<file path="src/hdl/cpq_pkg.sv">
// Shared types, field widths and codes of the coalescing parameter queue.
package cpq_pkg;

  localparam int QUEUE_DEPTH_DEF = 32;
  localparam int DEVICES_DEF = 4;
  localparam int CHANNELS_PER_DEVICE_DEF = 4;

  localparam int CHAN_W = 4;
  localparam int TYPE_W = 8;
  localparam int VALUE_W = 32;
  localparam int DRAIN_W = 2;
  localparam int STATUS_W = 3;
  localparam int OUT_CHAN_W = 2;

  localparam int DEVCNT_W = 3;
  localparam int BLIM_W = 6;
  localparam int CFG_DATA_W = 6;
  localparam int CFG_IDX_W = 1;

  localparam int MAX_RESULTS = 32;
  localparam int LEFT_W = $clog2(MAX_RESULTS + 1);

  localparam logic [DEVCNT_W-1:0] DEVCNT_RESET = DEVCNT_W'(4);
  localparam logic [BLIM_W-1:0] BLIM_RESET = BLIM_W'(30);

  localparam logic [CFG_IDX_W-1:0] REG_DEVICE_COUNT = 1'b0;
  localparam logic [CFG_IDX_W-1:0] REG_BATCH_LIMIT = 1'b1;

  localparam logic OP_POST = 1'b0;
  localparam logic OP_DRAIN = 1'b1;

  typedef enum logic [STATUS_W-1:0] {
    ST_APPENDED   = 3'd0,
    ST_MERGED     = 3'd1,
    ST_BAD_DEVICE = 3'd2,
    ST_FULL       = 3'd3,
    ST_ENTRY      = 3'd4,
    ST_EMPTY      = 3'd5,
    ST_BUSY       = 3'd6
  } status_t;

  typedef struct packed {
    logic                      operation;
    logic [CHAN_W-1:0]         channel;
    logic [TYPE_W-1:0]         param_type;
    logic signed [VALUE_W-1:0] param_value;
    logic [DRAIN_W-1:0]        drain_device;
    logic                      dsp_busy;
  } in_item_t;

  typedef struct packed {
    status_t                   status;
    logic [OUT_CHAN_W-1:0]     out_channel;
    logic [TYPE_W-1:0]         out_type;
    logic signed [VALUE_W-1:0] out_value;
    logic                      last;
  } out_item_t;

  typedef struct packed {
    logic launch;
    logic pop;
    logic append;
  } lane_ctl_t;

endpackage

</file>
<file path="src/hdl/cpq_cell.sv">
// One queue slot: holds an entry, matches a passing probe, shifts toward the head.
module cpq_cell import cpq_pkg::*; #(
  parameter int LW = 2
) (
  input  logic               clk,
  input  logic               rst_n,
  input  logic               occupied,
  input  logic               pop,
  input  logic               wr,
  input  logic               probe_in,
  input  logic               hit_in,
  input  logic [LW-1:0]      key_chan,
  input  logic [TYPE_W-1:0]  key_type,
  input  logic [VALUE_W-1:0] key_value,
  input  logic [LW-1:0]      nb_chan,
  input  logic [TYPE_W-1:0]  nb_type,
  input  logic [VALUE_W-1:0] nb_value,
  output logic [LW-1:0]      chan,
  output logic [TYPE_W-1:0]  ptype,
  output logic [VALUE_W-1:0] value,
  output logic               probe_out,
  output logic               hit_out
);

  logic [LW-1:0]      chan_r;
  logic [TYPE_W-1:0]  type_r;
  logic [VALUE_W-1:0] value_r;
  logic               probe_r;
  logic               hit_r;
  logic               match;

  assign match = probe_in && occupied && (chan_r == key_chan) && (type_r == key_type);

  always_ff @(posedge clk) begin
    if (pop) begin
      chan_r  <= nb_chan;
      type_r  <= nb_type;
      value_r <= nb_value;
    end else if (wr) begin
      chan_r  <= key_chan;
      type_r  <= key_type;
      value_r <= key_value;
    end else if (match) begin
      value_r <= key_value;
    end
  end

  always_ff @(posedge clk) begin
    if (!rst_n) begin
      probe_r <= 1'b0;
      hit_r   <= 1'b0;
    end else begin
      probe_r <= probe_in;
      hit_r   <= hit_in | match;
    end
  end

  assign chan      = chan_r;
  assign ptype     = type_r;
  assign value     = value_r;
  assign probe_out = probe_r;
  assign hit_out   = hit_r;

endmodule

</file>
<file path="src/hdl/cpq_lane.sv">
// One device queue: a row of slots with the head at slot zero and a fill count.
module cpq_lane import cpq_pkg::*; #(
  parameter int DEPTH = QUEUE_DEPTH_DEF,
  parameter int LW = 2,
  parameter int CW = $clog2(DEPTH + 1)
) (
  input  logic               clk,
  input  logic               rst_n,
  input  lane_ctl_t          ctl,
  input  logic [LW-1:0]      key_chan,
  input  logic [TYPE_W-1:0]  key_type,
  input  logic [VALUE_W-1:0] key_value,
  output logic [LW-1:0]      head_chan,
  output logic [TYPE_W-1:0]  head_type,
  output logic [VALUE_W-1:0] head_value,
  output logic [CW-1:0]      count,
  output logic               done,
  output logic               hit
);

  logic [CW-1:0]      count_r;
  logic [CW-1:0]      count_nxt;
  logic [LW-1:0]      c_chan  [DEPTH];
  logic [TYPE_W-1:0]  c_type  [DEPTH];
  logic [VALUE_W-1:0] c_value [DEPTH];
  logic [DEPTH-1:0]   c_probe;
  logic [DEPTH-1:0]   c_hit;

  genvar i;
  generate
    for (i = 0; i < DEPTH; i++) begin : g_cell
      logic [LW-1:0]      nb_chan;
      logic [TYPE_W-1:0]  nb_type;
      logic [VALUE_W-1:0] nb_value;
      logic               p_in;
      logic               h_in;

      if (i == DEPTH - 1) begin : g_tail
        assign nb_chan  = '0;
        assign nb_type  = '0;
        assign nb_value = '0;
      end else begin : g_mid
        assign nb_chan  = c_chan[i+1];
        assign nb_type  = c_type[i+1];
        assign nb_value = c_value[i+1];
      end

      if (i == 0) begin : g_head
        assign p_in = ctl.launch;
        assign h_in = 1'b0;
      end else begin : g_body
        assign p_in = c_probe[i-1];
        assign h_in = c_hit[i-1];
      end

      cpq_cell #(.LW(LW)) u_cell (
        .clk       (clk),
        .rst_n     (rst_n),
        .occupied  (CW'(i) < count_r),
        .pop       (ctl.pop),
        .wr        (ctl.append && (count_r == CW'(i))),
        .probe_in  (p_in),
        .hit_in    (h_in),
        .key_chan  (key_chan),
        .key_type  (key_type),
        .key_value (key_value),
        .nb_chan   (nb_chan),
        .nb_type   (nb_type),
        .nb_value  (nb_value),
        .chan      (c_chan[i]),
        .ptype     (c_type[i]),
        .value     (c_value[i]),
        .probe_out (c_probe[i]),
        .hit_out   (c_hit[i])
      );
    end
  endgenerate

  always_comb begin
    count_nxt = count_r;
    if (ctl.append) begin
      count_nxt = count_r + CW'(1);
    end else if (ctl.pop) begin
      count_nxt = count_r - CW'(1);
    end
  end

  always_ff @(posedge clk) begin
    if (!rst_n) begin
      count_r <= '0;
    end else begin
      count_r <= count_nxt;
    end
  end

  assign head_chan  = c_chan[0];
  assign head_type  = c_type[0];
  assign head_value = c_value[0];
  assign count      = count_r;
  assign done       = c_probe[DEPTH-1];
  assign hit        = c_hit[DEPTH-1];

endmodule

</file>
<file path="config.mk">
export PLATFORM = sky130hd
export DESIGN_NAME = cpq_lane
export DESIGN_NICKNAME = d
export VERILOG_FILES = /design/src/hdl/cpq_pkg.sv /design/src/hdl/cpq_cell.sv /design/src/hdl/cpq_lane.sv
export SDC_FILE = /design/constraint.sdc
export NUM_CORES = 2
export LEC_CHECK = 0
export ABC_AREA = 1
export BUFFER_PORTS_ARGS = -buffer_cell sky130_fd_sc_hd__buf_4
export CAP_MARGIN = 25
export CORE_MARGIN = 5
export CORE_UTILIZATION = 65
export DETAILED_ROUTE_END_ITERATION = 6
export HOLD_SLACK_MARGIN = 0.06
export PLACE_DENSITY_LB_ADDON = 0.2
export SYNTH_ARGS = -nofsm -noshare
export SYNTH_HDL_FRONTEND = slang
export SYNTH_SLANG_ARGS = --single-unit
</file>
<file path="constraint.sdc">
create_clock -name clk -period 9.5 [get_ports clk]
set_input_delay 1.425 -clock clk [delete_from_list [all_inputs] [get_ports clk]]
set_output_delay 1.425 -clock clk [all_outputs]
set_load 0.02 [all_outputs]
</file>
Yosys cells after proc, flatten, opt, wreduce, memory -nomap -nowiden
Index checks and enable logic that the tools add are counted.
W data, S select, Z words.
Cells by class
  bitwise logic cells: 31
  add/subtract/negate cells: 2
  multiplexer cells: 221
  order comparisons: 32
  equal/unequal tests: 95
  reductions and logical operators: 193
Operators with widths (number)
  $mux W32: 95
  $mux W8: 62
  $eq A8 B8 Y1: 32
  $logic_and A1 B1 Y1: 128
  $mux W2: 62
  $eq A6 B5 Y1 const B: 16
  $lt A5 B6 Y1 const A: 16
  $reduce_bool A3 Y1: 31
  $reduce_bool A2 Y1: 33
  $eq A2 B2 Y1: 32
  $eq A6 B4 Y1 const B: 8
  $lt A4 B6 Y1 const A: 8
  $or A1 B1 Y1: 31
  $eq A6 B3 Y1 const B: 4
  $lt A3 B6 Y1 const A: 4
  $eq A6 B2 Y1 const B: 2
  $lt A1 B6 Y1 const A: 2
  $lt A2 B6 Y1 const A: 2
  $mux W6: 2
  $add A6 B1 Y6 const B: 1
  $eq A6 B1 Y1 const B: 1
  $logic_not A6 Y1: 1
  $sub A6 B1 Y6 const B: 1
Word-level totals
  word-level logic and storage cells: 735
  register bits: 1414
  input port bits: 47
  output and inout bits: 50

Longest topological paths before layout
  depth in word-level cells: 7
  mapped depth: 13
  mapped depth without buffers: 10

Hierarchy
From an unflattened synthesis, not the netlist that was laid out.
Second synthesis, totals
  cell total of the unflattened synthesis: 7763
  area, all modules: 67452.2 um^2
By module, submodules not included
  cpq_cell: instances 32, area each 2079.5 um^2, cells each 237, seq. area each 1301.2 um^2
  cpq_lane: instances 1, area each 908.4 um^2, cells each 179, seq. area each 120.1 um^2

Worst setup path after synthesis
Ideal clock, no wire load.
  path type: input port to flip-flop
  from: input ctl[1] (netlist name)
  to: register g_cell[3].u_cell.value_r[0] (enable)
  arrival time: 3.322 ns
  data required time: 9.111 ns
  path buffers: 4
  path slack: 5.789 ns
  stages: 8
  setup time: 0.389 ns
  cell sequence: buf_2 -> inv_2 -> buf_4 -> buf_4 -> buf_2 -> o21ai_0 -> inv_1 -> nand2_1
On the way
  cells in the longest elaborated chain, start to end: 1
RTL lines
  start: declaration: RTL line cpq_lane.sv:9  | input lane_ctl_t ctl,
  $reduce_bool A3 Y1 (no line)
  end signal: assignment: RTL line cpq_cell.sv:38  | value_r <= nb_value;
  end signal: assignment: RTL line cpq_cell.sv:42  | value_r <= key_value;
  end signal: assignment: RTL line cpq_cell.sv:44  | value_r <= key_value;
  end: declaration: RTL line cpq_cell.sv:27  | logic [VALUE_W-1:0] value_r;
Every way passes these cells.
A chain may end at the register's enable or synchronous reset.

Worst setup path after layout
  from: input ctl[1] (netlist name)
  to: register g_cell[16].u_cell.value_r[13] (enable)
On the way
  cells in the longest elaborated chain, start to end: 1
RTL lines (RTL line)
  $reduce_bool A3 Y1 (no line)
  end signal: assignment: cpq_cell.sv:38
  end signal: assignment: cpq_cell.sv:42
  end signal: assignment: cpq_cell.sv:44
  end: declaration: cpq_cell.sv:27
Every way passes these cells.

==> metrics.md <==
| Metric | Value |
|---|---|
| Status | `finished, final reports clean` |
| Crit-path cells | `buf_8 -> buf_4 -> buf_4 -> o21ai_0 -> nand2_2` |
| Die Area | `0.09744 mm2` |
| FFs w/ async S/R, synth | `0` |
| Fin cells | `6939` |
| Beginning of the critical path | `ctl[1]` |
| Port Buffers | `between 90 and 100` |
| Layout area overhead | `9.998%` |
| Worst setup EP type | `flop` |
| Critical Path End | `g_cell[16].u_cell.value[13]` |
| Skew-Pair Late Insertion Delay | `0.74 ns` |
| FMAX | `between 0.2 and 0.3 GHz` |
| Vias post-DR | `39870` |
| DP Worst Slack | `4.873 ns` |
| Slew Limit Fails | `0` |
| Fin Clk Skew | `roughly 0.025 ns` |
| Flop2flop setup slack | `5.91 ns` |
| Worst VDD drop | `about 0.19 mV` |
| Synth cell count leaders | `nand2_1 (2688), edfxtp_1 (1302), inv_1 (304), o21ai_0 (246), nor2_1 (192)` |
| CTS root buf | `clkbuf_16` |
| WL/cell | `20.05 um` |
| Chip Width | `~310 um` |
| Clk pin slew, worst setup/hold paths | `0.06 ns` |
| Ys Warns | `0` |
| Final hold slack | `between 0.4 and 0.5 ns` |
| Slowest cell on the critical path | `nand2_2` |
| Max cap viols | `0` |
| Post-synth net total | `about 5700` |
| Post-place instance area | `about 0.06 mm2` |
| Post-CTS Setup Bufs | `0` |
| Synth Instances | `about 5700` |
| Ys flop type | `edfxtp_1` |
| Post-DRT Antenna Nets | `0` |
| Io pins | `97` |
| Placed Cells | `around 6700` |
| Synth Register Bits | `approximately 1400` |
| Synth top area share | `0.6588` |
| Vias in the first global route | `approximately 38000` |
| CP dominant cell by count | `buf_4` |
| Yosys top cell by area | `edfxtp_1` |
| Drt total wl | `139100 um` |
| Leakage | `around 28 nW` |
| Initial DRC Count | `~5400` |
| Reg2reg end | `g_cell[0].u_cell.value[14]` |
| Critical Path AT | `around 4.3 ns` |
| Hold Path Class | `reg -> reg` |
| Synth top area cells | `edfxtp_1 (66%), nand2_1 (17%), dfxtp_1 (3.8%)` |
| Syn Area/Cell | `10.43 um2` |
| CORE AREA | `0.09029 mm2` |
| CTS buffer count | `140` |
| CP Data Required Time | `~9.9 ns` |
| Post-synth EDFFs | `roughly 1300` |
| Mapped Area | `about 0.059 mm2` |
| CP max FO | `just under 80` |
| Period utilization | `0.4108` |
| Hold Fails Final Rpt | `0` |
| CTS resizes | `0` |
| RSZ-0062 raised after global routing | `no` |
| Worst setup margin | `roughly 5.6 ns` |
| Launching point of the worst reg2reg path | `count[1]` |
| Measured slew at the worst slew-check pin | `~1.1 ns` |
| TritonCTS clock tree | `yes` |
| Initial core utilization | `0.6573` |
| Critical path class | `in -> reg` |
| ANT cells | `0` |
| Yosys cell types | `32` |
| Count leader, synth | `nand2_1` |
| Final min period | `slightly below 4 ns` |
| Initial antenna violation count | `1` |
| Post-detail-place hpwl | `approximately 82000 um` |
| Num rows | `110` |
| Power Dens Cells | `about 220 mW/mm2` |
| Slew headroom | `0.2605` |
| Post-synthesis sequential area ratio | `0.6966` |
| Setup_tns | `0 ns` |
| GRT Util Overall | `0.2843` |
| 1st-pass router iterations | `7` |
| Total gr overflow | `0` |
| Final instance area | `between 0.06 and 0.07 mm2` |
| Clock tree buffer depth | `3` |
| Largest net degree at the start of global routing | `roughly 220` |
| Number of remaining DRC errors | `0` |
| FF-to-FF path depth | `8` |
| Hold Buf Count CTS | `0` |
| Final net count | `5698` |
| Die Y | `around 310 um` |
| GP Congestion | `approximately 0.92` |
| H-tree levels | `4` |
| Buf/Inv on CP | `3` |
| Worst path depth | `5` |
| Crit start category | `input port` |
| Vias per Instance | `roughly 5.7` |
| Layout cell share with drive strength beyond 1 | `0.07427` |
| CTS sink cnt | `around 1400` |
| Worst path max stage delay | `about 0.74 ns` |
| Finish-stage setup viols | `0` |
| CP top delay family | `buffers and inverters` |
| Global-route wire length before repair | `~220000 um` |
kinds of logic after synthesis:
logic type                 count (synthesis)  synth area share
and+or+nand+nor                         3048            0.1972
DFF                                     1414            0.6966
buffers and inverters                    681           0.04839
AOI/OAI and AO/OA                        399           0.03540
xor gates and xnor gates                 145           0.02140
adders and majority gates                  5          0.001054
power by group:
part,total [W],switching [W],internal (W)
combinational,0.00116,0.000829,0.000331
clock,0.00535,0.00233,0.00302
sequential,0.00753,0.000165,0.00736
total,0.0140,0.00332,0.0107
through the flow:
step           power (W)    util
6_report         0.01404  0.7230
5_1_grt          0.01453  0.7230
4_1_cts          0.01407  0.7216
3_5_place_dp    0.008789  0.6727
3_3_place_gp    0.008723  0.6703
2_1_floorplan   0.008375       -
placed cells by master (no fill, tap or decap), drive strengths merged, types with 5 or more instances in the layout:
master,count
nand2,2688
edfxtp,1302
inv,326
o21ai,246
nor2,196
clkbuf,183
buf,177
dfxtp,112
nand3,101
xnor2,89
a21oi,88
xor2,56
clkinv,56
o22ai,48
nand4,29
nor3,29
o211ai,8
bufinv,8
ha,5
layout make-up:
class                      instances  area [um2]
clock buffer                     183        3746
clock inverter                    76       669.4
fill                            6100       25010
inverter                         316        1194
multi-input combinational       3597       15260
sequential                      1414       41340
tap                             1176        1471
timing repair buffer             177        1594
registers in the layout, summed over array words and instances (netlist names):
name                     flops
g_cell.u_cell.hit_out       32
g_cell.u_cell.ptype        256
count                        6
g_cell.u_cell.chan          64
g_cell.u_cell.probe_out     32
g_cell.u_cell.value       1024
layer usage:
layer	up-vias	global-route usage	share of wire
li1	18480	-	-
met1	19130	0.4183	0.41
met2	1965	0.4371	0.45
met3	296	0.05791	0.11
met4	0	0.08875	0.030
met5	-	0	0
worst min-delay path, delay by kind of cell (launching register included):
kind	cells	cell delay (ns)
buf+inv	1	0.03
flops	1	0.31
simple gates	1	0.05
worst min-delay path by stage:
stage,cells past startpoint,slack [ns],end,from
after floorplan,2,0.40,g_cell[21].u_cell.probe_out,g_cell[20].u_cell.probe_out
after global placement,2,0.42,g_cell[14].u_cell.probe_out,g_cell[13].u_cell.probe_out
after detailed placement,2,0.41,g_cell[29].u_cell.probe_out,g_cell[28].u_cell.probe_out
after CTS,2,0.42,g_cell[29].u_cell.probe_out,g_cell[28].u_cell.probe_out
after global routing,2,0.44,g_cell[11].u_cell.probe_out,g_cell[10].u_cell.probe_out
final,2,0.42,g_cell[29].u_cell.probe_out,g_cell[28].u_cell.probe_out
Note: power is estimated with default switching activity, not from simulation.
